**src/rtl/ldfw_pkg.sv**
```systemverilog
// Shared types and constants for the two-wire LED driver frame writer.
package ldfw_pkg;

   // Word operation codes
   localparam logic [1:0] OP_LOAD  = 2'd0;
   localparam logic [1:0] OP_SEND  = 2'd1;
   localparam logic [1:0] OP_BLANK = 2'd2;
   localparam logic [1:0] OP_TICK  = 2'd3;

   // Configuration register indexes
   localparam logic [1:0] REG_WAIT_TICKS = 2'd0;
   localparam logic [1:0] REG_LOW_TICKS  = 2'd1;
   localparam logic [1:0] REG_HIGH_TICKS = 2'd2;

   // Command and control bytes sent on the wire
   localparam logic [7:0] CMD_DATA    = 8'h40;
   localparam logic [7:0] CMD_ADDR    = 8'hC0;
   localparam logic [7:0] CTRL_BLANK  = 8'h80;
   localparam logic [7:0] TICK_MIN    = 8'h01;

   localparam int GRID_DEPTH = 16;

   typedef struct packed {
      logic [1:0] op;
      logic [3:0] grid_index;
      logic [7:0] grid_value;
      logic [7:0] light_byte;
   } req_type;

   typedef struct packed {
      logic clk_pin;
      logic dout_pin;
      logic busy_res;
   } rsp_type;

endpackage

```
**src/rtl/led_driver_two_wire_frame_writer_top.sv**
```systemverilog
// Two-wire LED driver frame writer: grid store, frame sequencer and pin levels.
//
// Takes one command word in every clock cycle (busy never asserts) and answers
// each with exactly one result word, strobed on rsp_valid in the cycle after start
// is sampled. The receiver cannot stall: each result word is shown for that one
// cycle only and must be taken then. The sequencer state and the result register
// form a single register stage, so the rate is one word per cycle. Tick words
// advance the waveform; each phase lasts its configured tick count (a count of
// zero acts as one). Load, send and blank words are dropped while a frame is
// running; the result then repeats the current line levels.
module led_driver_two_wire_frame_writer_top #(
   parameter int GRID_COUNT = 16
) (
   input  logic              clock,
   input  logic              reset,
   input  logic              start,
   output logic              busy,
   input  ldfw_pkg::req_type req_data,
   output logic              rsp_valid,
   output ldfw_pkg::rsp_type rsp_data,
   input  logic              csr_wr_en,
   input  logic [1:0]        csr_index,
   input  logic [7:0]        csr_wdata
);

   // Frame phase codes
   localparam logic [4:0] PH_IDLE      = 5'd0;
   localparam logic [4:0] PH_START1    = 5'd1;
   localparam logic [4:0] PH_BIT_CLOW  = 5'd2;
   localparam logic [4:0] PH_BIT_DATA  = 5'd3;
   localparam logic [4:0] PH_BIT_CHIGH = 5'd4;
   localparam logic [4:0] PH_S1_CLOW   = 5'd5;
   localparam logic [4:0] PH_S1_DLOW   = 5'd6;
   localparam logic [4:0] PH_S1_CHIGH  = 5'd7;
   localparam logic [4:0] PH_S1_DHIGH  = 5'd8;
   localparam logic [4:0] PH_START2    = 5'd9;
   localparam logic [4:0] PH_M_CLOW    = 5'd10;
   localparam logic [4:0] PH_M_DLOW    = 5'd11;
   localparam logic [4:0] PH_M_CHIGH   = 5'd12;
   localparam logic [4:0] PH_M_DHIGH   = 5'd13;
   localparam logic [4:0] PH_START3    = 5'd14;
   localparam logic [4:0] PH_E_CLOW    = 5'd15;
   localparam logic [4:0] PH_E_DLOW    = 5'd16;
   localparam logic [4:0] PH_E_CHIGH   = 5'd17;
   localparam logic [4:0] PH_E_DHIGH   = 5'd18;

   // Hold selectors
   localparam logic [1:0] HOLD_WAIT = 2'd0;
   localparam logic [1:0] HOLD_LOW  = 2'd1;
   localparam logic [1:0] HOLD_HIGH = 2'd2;

   // Byte positions in the frame
   localparam logic [4:0] BYTE_DATA_CMD = 5'd0;
   localparam logic [4:0] BYTE_ADDR_CMD = 5'd1;
   localparam logic [4:0] BYTE_LAST     = 5'(GRID_COUNT + 1);
   localparam logic [4:0] BYTE_CTRL     = 5'(GRID_COUNT + 2);
   localparam logic [2:0] BIT_LAST      = 3'd7;

   logic [4:0] phase_ff, phase_in;
   logic [4:0] byte_cnt_ff, byte_cnt_in;
   logic [2:0] bit_cnt_ff, bit_cnt_in;
   logic [7:0] tick_cnt_ff, tick_cnt_in;
   logic [7:0] shift_ff, shift_in;
   logic [7:0] ctrl_ff, ctrl_in;
   logic       blank_ff, blank_in;
   logic       clk_lvl_ff, clk_lvl_in;
   logic       dout_lvl_ff, dout_lvl_in;
   logic [7:0] wait_ticks_ff, low_ticks_ff, high_ticks_ff;
   logic [7:0] grid_ff [ldfw_pkg::GRID_DEPTH];
   logic       rsp_valid_ff, rsp_valid_in;
   ldfw_pkg::rsp_type rsp_data_ff, rsp_data_in;

   logic       accept;
   logic       running;
   logic       grid_wr_en;
   logic       do_enter;
   logic [4:0] enter_phase;
   logic       enter_on_data;
   logic       enter_level;
   logic [1:0] enter_hold;
   logic [7:0] hold_raw;
   logic       do_load;
   logic [4:0] load_idx;
   logic [3:0] grid_rd_idx;
   logic [7:0] load_val;

   assign busy    = 1'b0;
   assign accept  = start && !busy;
   assign running = (phase_ff != PH_IDLE);

   // Work out the next sequencer state for the accepted word
   always_comb begin
      phase_in      = phase_ff;
      byte_cnt_in   = byte_cnt_ff;
      bit_cnt_in    = bit_cnt_ff;
      tick_cnt_in   = tick_cnt_ff;
      shift_in      = shift_ff;
      ctrl_in       = ctrl_ff;
      blank_in      = blank_ff;
      clk_lvl_in    = clk_lvl_ff;
      dout_lvl_in   = dout_lvl_ff;
      grid_wr_en    = 1'b0;
      do_enter      = 1'b0;
      enter_phase   = PH_IDLE;
      enter_on_data = 1'b0;
      enter_level   = 1'b0;
      enter_hold    = HOLD_WAIT;
      do_load       = 1'b0;
      load_idx      = BYTE_DATA_CMD;
      hold_raw      = wait_ticks_ff;
      grid_rd_idx   = '0;
      load_val      = ldfw_pkg::CMD_DATA;

      if (accept) begin
         if (req_data.op == ldfw_pkg::OP_TICK) begin
            if (running) begin
               if (tick_cnt_ff > ldfw_pkg::TICK_MIN) begin
                  tick_cnt_in = tick_cnt_ff - 8'd1;
               end else begin
                  do_enter = 1'b1;
                  case (phase_ff)
                     PH_START1, PH_START2, PH_START3: begin
                        enter_phase = PH_BIT_CLOW;
                     end
                     PH_BIT_CLOW: begin
                        enter_phase   = PH_BIT_DATA;
                        enter_on_data = 1'b1;
                        enter_level   = shift_ff[0];
                        enter_hold    = HOLD_LOW;
                     end
                     PH_BIT_DATA: begin
                        enter_phase = PH_BIT_CHIGH;
                        enter_level = 1'b1;
                        enter_hold  = HOLD_HIGH;
                     end
                     PH_BIT_CHIGH: begin
                        if (bit_cnt_ff < BIT_LAST) begin
                           bit_cnt_in  = bit_cnt_ff + 3'd1;
                           shift_in    = shift_ff >> 1;
                           enter_phase = PH_BIT_CLOW;
                        end else if (byte_cnt_ff == BYTE_DATA_CMD) begin
                           enter_phase = PH_S1_CLOW;
                        end else if (byte_cnt_ff >= BYTE_CTRL) begin
                           enter_phase = PH_E_CLOW;
                        end else if (byte_cnt_ff == BYTE_LAST) begin
                           enter_phase = PH_M_CLOW;
                        end else begin
                           do_load     = 1'b1;
                           load_idx    = byte_cnt_ff + 5'd1;
                           enter_phase = PH_BIT_CLOW;
                        end
                     end
                     PH_S1_CLOW, PH_M_CLOW, PH_E_CLOW: begin
                        enter_phase   = phase_ff + 5'd1;
                        enter_on_data = 1'b1;
                        enter_hold    = HOLD_LOW;
                     end
                     PH_S1_DLOW, PH_M_DLOW, PH_E_DLOW: begin
                        enter_phase = phase_ff + 5'd1;
                        enter_level = 1'b1;
                     end
                     PH_S1_CHIGH, PH_E_CHIGH: begin
                        enter_phase   = phase_ff + 5'd1;
                        enter_on_data = 1'b1;
                        enter_level   = 1'b1;
                     end
                     PH_M_CHIGH: begin
                        enter_phase   = PH_M_DHIGH;
                        enter_on_data = 1'b1;
                        enter_level   = 1'b1;
                        enter_hold    = HOLD_HIGH;
                     end
                     PH_S1_DHIGH: begin
                        do_load       = 1'b1;
                        load_idx      = BYTE_ADDR_CMD;
                        enter_phase   = PH_START2;
                        enter_on_data = 1'b1;
                     end
                     PH_M_DHIGH: begin
                        do_load       = 1'b1;
                        load_idx      = BYTE_CTRL;
                        enter_phase   = PH_START3;
                        enter_on_data = 1'b1;
                     end
                     default: begin
                        // Final stop done, or a stray code: drop back to idle
                        do_enter    = 1'b0;
                        phase_in    = PH_IDLE;
                        tick_cnt_in = 8'd0;
                     end
                  endcase
               end
            end
         end else if (!running) begin
            if (req_data.op == ldfw_pkg::OP_LOAD) begin
               grid_wr_en = 1'b1;
            end else begin
               blank_in      = (req_data.op == ldfw_pkg::OP_BLANK);
               ctrl_in       = blank_in ? ldfw_pkg::CTRL_BLANK : req_data.light_byte;
               do_load       = 1'b1;
               load_idx      = BYTE_DATA_CMD;
               do_enter      = 1'b1;
               enter_phase   = PH_START1;
               enter_on_data = 1'b1;
            end
         end
      end

      // Fetch the next byte to shift out
      grid_rd_idx = 4'(load_idx - 5'd2);
      if (load_idx == BYTE_DATA_CMD) begin
         load_val = ldfw_pkg::CMD_DATA;
      end else if (load_idx == BYTE_ADDR_CMD) begin
         load_val = ldfw_pkg::CMD_ADDR;
      end else if (load_idx >= BYTE_CTRL) begin
         load_val = ctrl_in;
      end else if (blank_in) begin
         load_val = 8'd0;
      end else begin
         load_val = grid_ff[grid_rd_idx];
      end
      if (do_load) begin
         byte_cnt_in = load_idx;
         bit_cnt_in  = 3'd0;
         shift_in    = load_val;
      end

      // Set one pin and load the phase hold count
      case (enter_hold)
         HOLD_LOW:  hold_raw = low_ticks_ff;
         HOLD_HIGH: hold_raw = high_ticks_ff;
         default:   hold_raw = wait_ticks_ff;
      endcase
      if (do_enter) begin
         phase_in = enter_phase;
         if (enter_on_data) begin
            dout_lvl_in = enter_level;
         end else begin
            clk_lvl_in = enter_level;
         end
         tick_cnt_in = (hold_raw == 8'd0) ? ldfw_pkg::TICK_MIN : hold_raw;
      end

      rsp_valid_in         = accept;
      rsp_data_in.clk_pin  = clk_lvl_in;
      rsp_data_in.dout_pin = dout_lvl_in;
      rsp_data_in.busy_res = (phase_in != PH_IDLE);
   end

   // Advance sequencer and result registers
   always_ff @(posedge clock) begin
      if (reset) begin
         phase_ff      <= PH_IDLE;
         byte_cnt_ff   <= '0;
         bit_cnt_ff    <= '0;
         tick_cnt_ff   <= '0;
         shift_ff      <= '0;
         ctrl_ff       <= '0;
         blank_ff      <= 1'b0;
         clk_lvl_ff    <= 1'b1;
         dout_lvl_ff   <= 1'b1;
         rsp_valid_ff  <= 1'b0;
      end else begin
         phase_ff      <= phase_in;
         byte_cnt_ff   <= byte_cnt_in;
         bit_cnt_ff    <= bit_cnt_in;
         tick_cnt_ff   <= tick_cnt_in;
         shift_ff      <= shift_in;
         ctrl_ff       <= ctrl_in;
         blank_ff      <= blank_in;
         clk_lvl_ff    <= clk_lvl_in;
         dout_lvl_ff   <= dout_lvl_in;
         rsp_valid_ff  <= rsp_valid_in;
      end
   end

   // Hold the result word for its one strobed cycle
   always_ff @(posedge clock) begin
      rsp_data_ff <= rsp_data_in;
   end

   // Write configuration registers
   always_ff @(posedge clock) begin
      if (reset) begin
         wait_ticks_ff <= 8'd1;
         low_ticks_ff  <= 8'd1;
         high_ticks_ff <= 8'd1;
      end else if (csr_wr_en) begin
         case (csr_index)
            ldfw_pkg::REG_WAIT_TICKS: wait_ticks_ff <= csr_wdata;
            ldfw_pkg::REG_LOW_TICKS:  low_ticks_ff  <= csr_wdata;
            ldfw_pkg::REG_HIGH_TICKS: high_ticks_ff <= csr_wdata;
            default: ;
         endcase
      end
   end

   // Write the grid store; reset clears every entry
   always_ff @(posedge clock) begin
      if (reset) begin
         for (int i = 0; i < ldfw_pkg::GRID_DEPTH; i++) begin
            grid_ff[i] <= 8'd0;
         end
      end else if (grid_wr_en) begin
         grid_ff[req_data.grid_index] <= req_data.grid_value;
      end
   end

   assign rsp_valid = rsp_valid_ff;
   assign rsp_data  = rsp_data_ff;

endmodule

```
**config.mk**
```make
export PLATFORM = sky130hd
export DESIGN_NAME = led_driver_two_wire_frame_writer_top
export DESIGN_NICKNAME = d
export VERILOG_FILES = /design/src/rtl/ldfw_pkg.sv /design/src/rtl/led_driver_two_wire_frame_writer_top.sv
export SDC_FILE = /design/constraint.sdc
export NUM_CORES = 1
export LEC_CHECK = 0
export BUFFER_PORTS_ARGS = -buffer_cell sky130_fd_sc_hd__buf_2
export CAP_MARGIN = 5
export CORE_AREA = 3 3 154 156
export DETAILED_ROUTE_END_ITERATION = 10
export DIE_AREA = 0 0 157 159
export MAX_ROUTING_LAYER = met4
export PLACE_DENSITY_LB_ADDON = 0.08
export SLEW_MARGIN = 5
export SYNTH_ARGS = -nofsm -noshare
export SYNTH_HDL_FRONTEND = slang
export SYNTH_SLANG_ARGS = --single-unit
```
**constraint.sdc**
```tcl
create_clock -name clock -period 6.9 [get_ports clock]
set_input_delay 0.345 -clock clock [delete_from_list [all_inputs] [get_ports clock]]
set_output_delay 0.345 -clock clock [all_outputs]
set_load 0.03 [all_outputs]
```
==> results by group, run 1 <==
Clocking
  – Worst-path clk slew: 0.07 ns
  – CTS H-tree depth: 4
  – Clk sinks: approximately 200
  – Clk root buf: clkbuf_16
  – # resized after CTS: 0
  – Worst-Skew Late Latency: 0.44 ns
  – Post-CTS Hold Buffers: 0
  – Clk buf depth: 2
  – TritonCTS Buffers: 17
  – CTS tree: done
  – Post-CTS setup buffers: 0

Pwr
  – Leak: 4.217 nW
  – Comb power frac: 8.1%
  – Sequential power share: 51.8%
  – Clock share of power: 40.0%
  – Maximum vdd drop: 0.1506 mV
  – Cell internal pwr: 0.001881 W
  – Psw: 0.0006444 W
  – Sw Ratio: between 20 and 30%
  – Pwr per Cell Area: 230.2 nW/µm²

Global routing
  – GRT Max-Usage Layer: met2
  – Met3 GRT Util: ~3.6%
  – Largest net degree at the start of global routing: 71
  – Vias in the first global route: 6865
  – M2 GR Usage: ~33%
  – Initial antenna violation count: 0
  – First-pass GRT wire length: approximately 40000 µm
  – GRT Overall Usage: 21.46%
  – Met1 Usage GRT: 30.37%
  – Grt total ovfl: 0

Synth
  – Top cell type's share of synthesized area: 38.39%
  – Compound-Gate Fraction of Synth Area: 13.91%
  – Syn_area_per_cell: 10.51 µm²
  – Post-Synth Simple-Gate Area: 21.79%
  – Post-Synthesis Cells: around 950
  – Yosys warning count: 0
  – Multiplexer share of the synthesized area: between 6 and 7%
  – Net Count, Synth: 1004
  – Netlist cell types: 71
  – Post-Syn Area: 10010 µm²
  – Synth area leaders: edfxtp_1 38%, dfxtp_1 14%, and2_1 8.3%, mux2i_1 4.9%, nor2_1 3.4%
  – Synth Flop Type: edfxtp_1
  – Sequential share of the synthesized area: 51.99%
  – Yosys top cell by area: edfxtp_1
  – Synth Area in Adders: 1.875%
  – XOR/XNOR Fraction of Synth Area: less than 1%
  – FF+latch count, synth: between 150 and 200
  – FFs w/ async S/R, synth: 0%
  – Combinational family with the most area after synthesis: simple AND/OR/NAND/NOR gates
  – Post-synth EDFFs: 128

Timing
  – Crit share post-route: 72.11%
  – Minimum clock period: 4.976 ns
  – Hold Vio Cnt, Final: 0
  – Setup violators final: 0
  – Hold_ws: 0.1502 ns
  – Unrepaired setup endpoints after global routing: no
  – Setup TNS: 0 ns
  – Max Slew Vio Count: 0
  – Worst relative slew slack: 20.31%
  – Fin Clk Skew: about 0.013 ns
  – Fmax: approximately 0.2 GHz
  – Worst-Margin Slew: around 1.2 ns

Drt
  – # DRC: 0
  – DRT Wirelength: approximately 26000 µm
  – First-pass DRT Iterations: 5
  – Antenna Violating Nets Remaining: 0
  – Routed len/inst: slightly above 20 µm
  – Vias/cell: ~5.7
  – First DRT Iteration DRCs: 610
  – Via count: 7167

Worst setup path
  – Critical Path RT: slightly above 7 ns
  – Flop2flop setup slack: ~1.9 ns
  – Startpoint Class: flop
  – Kind of critical path: reg -> reg
  – Critical path data arrival time: 5.30 ns
  – Setup crit end kind: flop
  – Crit-path max FO: 17

Status
  – Status: complete, no violations

Place
  – GP Congestion: ~0.87
  – DP HPWL: around 18000 µm
  – PortBufs: 39

Die
  – Die outline height: 159 µm
  – Num rows: 55
  – Starting Density: 44.49%
  – Ports: 41
  – Die X: roughly 160 µm
  – Die Area: around 25000 µm²
  – Core area: 22500 µm²

Flow run
  – Max-Cap Viols: 0

Final layout
  – Core Util, Final: about 49%
  – Fraction of layout instances using a drive strength above 1: 12.67%
  – Synthesis-to-finish area growth: 9.597%
  – Inserted Diodes: 0
  – Layout fillers: 2063
  – Layout Nets: 1009

Min path
  – Hold crit path type: in -> reg
[final timing paths]
path	to	cells past startpoint	start
setup / recovery	shift_ff[1]	13	phase_ff[0]
hold / removal	wait_ticks_ff[0]	2	csr_wdata[0]
setup reg to reg	shift_ff[1]	13	phase_ff[0]
hold reg to reg	rsp_data[2]	2	clk_lvl_ff
[kinds of logic after synthesis]
group / Yosys count
xor+xnor: 10
mux: 61
compound gates: 197
buf+inv: 82
simple gates: 391
other cells: 1
flops: 196
fa+ha+maj: 15
[worst max-delay path: stages (launching register included)]
cell and delay, ns:
dfxtp_1 0.37, inv_1 0.10, ha_1 0.38, and4bb_2 0.32
and4_1 0.44, a31oi_1 0.20, nor2_1 0.69, inv_2 0.27
ha_1 0.77, inv_1 0.42, o221ai_1 0.20, a21oi_1 0.10
or3_1 0.37, a31o_1 0.22
[layout by cell type, fill, tap and decap left out, types with 20 or more instances in the layout]
master    synthesis  routed
mux2i_1          49      49
or2_2            20      20
nand2_1          26      26
dfxtp_1          68      68
inv_1            22      22
buf_2             7      39
o21ai_0          21      21
and2_1          133     133
edfxtp_1        128     128
a21oi_1          40      40
nor3_1           29      29
o221ai_1         21      21
nor2_1           91      91
[layout make-up]
type                       count  area (µm²)  area share (%)
clock buffer                  19       432.9           3.945
clock inverter                13       158.9           1.448
inverter                      23       86.33          0.7868
multi-input combinational    675        4493           40.95
sequential                   196        5205           47.43
tap                          285       356.6           3.250
timing repair buffer          45       240.2           2.189
[stage by stage]
step	std cells	setup WS [ns]	total power [W]	instance area (µm²)
after floorplan	953	3.091	0.001470	10010
after CTS	1256	2.029	0.002544	10970
after detailed placement	1224	2.047	0.001541	10380
final	1256	1.924	0.002526	10970
after global routing	1256	1.617	0.002614	10970
after global placement	1224	2.220	0.001542	10380
[power groups by stage]
stage / combinational, W / clock (W) / sequential (W)
after floorplan: 0.000138 / 0 / 0.00133
after global placement: 0.000206 / 0 / 0.00134
after detailed placement: 0.000205 / 0 / 0.00134
after CTS: 0.000206 / 0.00103 / 0.00131
after global routing: 0.000228 / 0.00107 / 0.00131
final: 0.000206 / 0.00101 / 0.00131
[flip-flops by register name (all words and copies together) (netlist names), 3 cells and up]
name	count
tick_cnt_ff	8
wait_ticks_ff	8
high_ticks_ff	8
bit_cnt_ff	3
grid_ff	128
byte_cnt_ff	5
shift_ff	8
phase_ff	5
ctrl_ff	8
low_ticks_ff	8
rsp_data	3
[synth_stat cells, types with 7 or more instances]
library cell	instances
a21oi_1	40
o221ai_1	21
nand2_1	26
or3_1	8
nand2b_1	10
buf_2	7
o22ai_1	15
nor3_1	29
o21ai_0	21
a22o_1	7
a21o_1	8
nand3_1	16
dfxtp_1	68
nor2b_1	17
clkbuf_1	46
mux2i_1	49
a31oi_1	12
nor2_1	91
inv_1	22
edfxtp_1	128
o211ai_1	12
and2_1	133
or2_2	20
a2bb2oi_1	10
ha_1	15
a22oi_1	12
mux2_2	12
nand3b_1	9
[per-layer routing]
layer	wire, µm	up-vias
li1	-	3489
met1	12110	3474
met2	12180	188
met3	1188	16
met4	284	0
met5	0	-
Power figures use the tool's default switching activity.
==> inputs of run 2 (changes only) <==
--- a/config.mk
+++ b/config.mk
@@ -5,11 +5,12 @@
 export SDC_FILE = /design/constraint.sdc
 export NUM_CORES = 1
 export LEC_CHECK = 0
+export ABC_AREA = 1
 export BUFFER_PORTS_ARGS = -buffer_cell sky130_fd_sc_hd__buf_2
 export CAP_MARGIN = 5
-export CORE_AREA = 3 3 154 156
+export CORE_AREA = 3 3 157 159
 export DETAILED_ROUTE_END_ITERATION = 10
-export DIE_AREA = 0 0 157 159
+export DIE_AREA = 0 0 160 162
 export MAX_ROUTING_LAYER = met4
 export PLACE_DENSITY_LB_ADDON = 0.08
 export SLEW_MARGIN = 5
==> constraint.sdc (replaced) <==
create_clock -name clock -period 4.7 [get_ports clock]
set_input_delay 0.235 -clock clock [delete_from_list [all_inputs] [get_ports clock]]
set_output_delay 0.235 -clock clock [all_outputs]
set_load 0.03 [all_outputs]
==> results by group, run 2 <==
Final layout
  – Inserted Diodes: 0
  – Synthesis-to-finish area growth: 8.901%
  – Most frequent cells in the layout: 207 x nand2_1, 198 x nor2_1, 138 x inv_1, 128 x edfxtp_1, 120 x nand3_1
  – Layout Nets: 1310
  – Most common cell after layout, fill and taps aside: nand2_1
  – Fraction of layout instances using a drive strength above 1: between 10% and 20%
  – Post-route design area: 11340 µm²
  – Largest Register: grid_ff
  – Max FFs per register: about 130

Die
  – Die outline height: 162 µm
  – Core area: 23400 µm²
  – Die X: roughly 160 µm
  – Ports: just over 40
  – Starting Density: 44.51%
  – Num rows: 56
  – Die Area: about 26000 µm²

Synth
  – Post-Synth Simple-Gate Area: 30.61%
  – Synth area leaders: edfxtp_1 37%, dfxtp_1 13%, nand2_1 7.5%, nor2_1 7.1%, nand3_1 5.8%
  – FFs w/ async S/R, synth: 0%
  – Post-Synthesis Cells: 1248
  – Net Count, Synth: roughly 1300
  – Post-Syn Area: 10420 µm²
  – Sequential share of the synthesized area: 49.97%
  – Synth cell count leaders: 207 x nand2_1, 198 x nor2_1, 138 x inv_1
  – Yosys top cell by area: edfxtp_1
  – FF+latch count, synth: 196
  – Combinational family with the most area after synthesis: simple AND/OR/NAND/NOR gates
  – Synth Area in Adders: 1.802%
  – Netlist cell types: 53
  – XOR/XNOR Fraction of Synth Area: 0.5045%
  – Top cell type's share of synthesized area: 36.90%
  – Post-synth EDFFs: 128
  – Most common cell in the netlist: nand2_1
  – Compound-Gate Fraction of Synth Area: 8.144%
  – Multiplexer share of the synthesized area: 0.09610%
  – Synth Flop Type: edfxtp_1
  – Syn_area_per_cell: 8.346 µm²
  – Yosys warning count: 0

Place
  – GP Congestion: 0.9120
  – Placed cell areas: between 10000 and 15000 µm²
  – PortBufs: 39
  – DP HPWL: 19350 µm

Drt
  – Routed len/inst: 17.89 µm
  – Antenna Violating Nets Remaining: 0
  – First DRT Iteration DRCs: 636
  – Vias/cell: 5.257
  – DRT Wirelength: ~28000 µm
  – Via count: between 8000 and 9000
  – First-pass DRT Iterations: 5
  – # DRC: 0

Clocking
  – Worst-path clk slew: ~0.080 ns
  – Post-CTS Hold Buffers: 0
  – CTS H-tree depth: 4
  – Clk buf depth: 2
  – Post-CTS setup buffers: 0
  – # resized after CTS: 0
  – Clk root buf: clkbuf_16
  – Worst-Skew Late Latency: 0.43 ns
  – CTS tree: done
  – TritonCTS Buffers: 17
  – Clk sinks: 196

Worst setup path
  – Critical path data arrival time: 3.94 ns
  – Startpoint Class: flop
  – Crit-path max FO: 33
  – Critical Path RT: 5.01 ns
  – Setup crit end kind: flop
  – Kind of critical path: reg -> reg

Timing
  – Setup violators final: 0
  – Unrepaired setup endpoints after global routing: no
  – Worst relative slew slack: between 30 and 40%
  – Fin Clk Skew: around 0.013 ns
  – Minimum clock period: 3.631 ns
  – Hold Vio Cnt, Final: 0
  – Fmax: 0.2754 GHz
  – Setup TNS: 0 ns
  – Worst-Margin Slew: roughly 1.0 ns
  – Max Slew Vio Count: 0
  – Crit share post-route: 77.26%

Pwr
  – Maximum vdd drop: ~0.21 mV
  – Power consumption: 0.003768 W
  – Pwr per Cell Area: between 300 and 400 nW/µm²
  – Leak: 4.625 nW

Flow run
  – Max-Cap Viols: 0

Global routing
  – Largest net degree at the start of global routing: 43
  – First-pass GRT wire length: 44730 µm
  – Vias in the first global route: just over 8000
  – Grt total ovfl: 0
  – GRT Overall Usage: 22.85%
  – Initial antenna violation count: 0

Min path
  – Hold crit path type: in -> reg

Status
  – Status: complete, no violations
-- run 2: kinds of logic (layout without fill, tap and decap cells) --
family,Yosys count,after routing
mux,1,1
xor+xnor,6,6
compound gates,149,149
other cells,1,1
buf+inv,218,242
simple gates,662,662
flops,196,196
fa+ha+maj,15,15
-- run 2: power breakdown --
part	total [W]	internal [W]	switching [W]	leakage (nW)
registers	0.00192	0.00190	0.0000271	1.87
clock network	0.00151	0.000805	0.000708	0.288
logic	0.000331	0.0000965	0.000235	2.47
-- run 2: final cells by class --
class                           instances  area, µm²
Clock inverter                         13      165.2
Clock buffer                           19      432.9
Fill cell                            2405      12060
Tap cell                              319      399.1
Inverter                              168      633.1
Sequential cell                       196       5205
Timing Repair Buffer                   42      217.7
Multi-Input combinational cell        834       4290
-- run 2: path summary, 6_finish.rpt --
path / depth (start not counted) / to / slack (ns) / startpoint
hold reg to reg: 2 / low_ticks_ff[1] / 0.45 / low_ticks_ff[1]
hold / removal: 3 / wait_ticks_ff[1] / 0.05 / csr_wdata[1]
setup reg to reg: 19 / shift_ff[4] / 1.07 / phase_ff[0]
setup / recovery: 19 / shift_ff[4] / 1.07 / phase_ff[0]
-- run 2: routing by layer --
metal / up-vias / wire length, µm / GRT usage [%]
li1: 4170 / - / -
met1: 3956 / 12750 / 29.41
met2: 199 / 13700 / 37.33
met3: 39 / 1364 / 3.775
met4: 0 / 646 / 7.022
met5: - / 0 / -
-- run 2: critical path, cell delays in order, from the launching register on --
cell      delay, ns
dfxtp_1        0.35
inv_1          0.13
ha_1           0.20
inv_1          0.07
nor2_2         0.20
nand3_2        0.13
nor2_4         0.15
nand3_2        0.13
nand2_4        0.15
nand2_4        0.24
ha_1           0.74
inv_1          0.41
nand2_1        0.17
clkinv_1       0.07
nand2_1        0.06
nand3_1        0.07
nand3_1        0.09
nand2_1        0.05
nand2_1        0.06
a21oi_2        0.05
-- run 2: per-stage QoR --
step	hold WS, ns	util (%)	cells	setup WS, ns
5_1_grt	0.05429	48.47	1591	0.6019
6_report	0.05410	48.47	1591	1.069
2_1_floorplan	0.3613	-	1248	1.880
3_5_place_dp	0.4403	45.92	1559	1.091
4_1_cts	0.04346	48.47	1591	1.069
3_3_place_gp	0.4374	45.92	1559	1.160
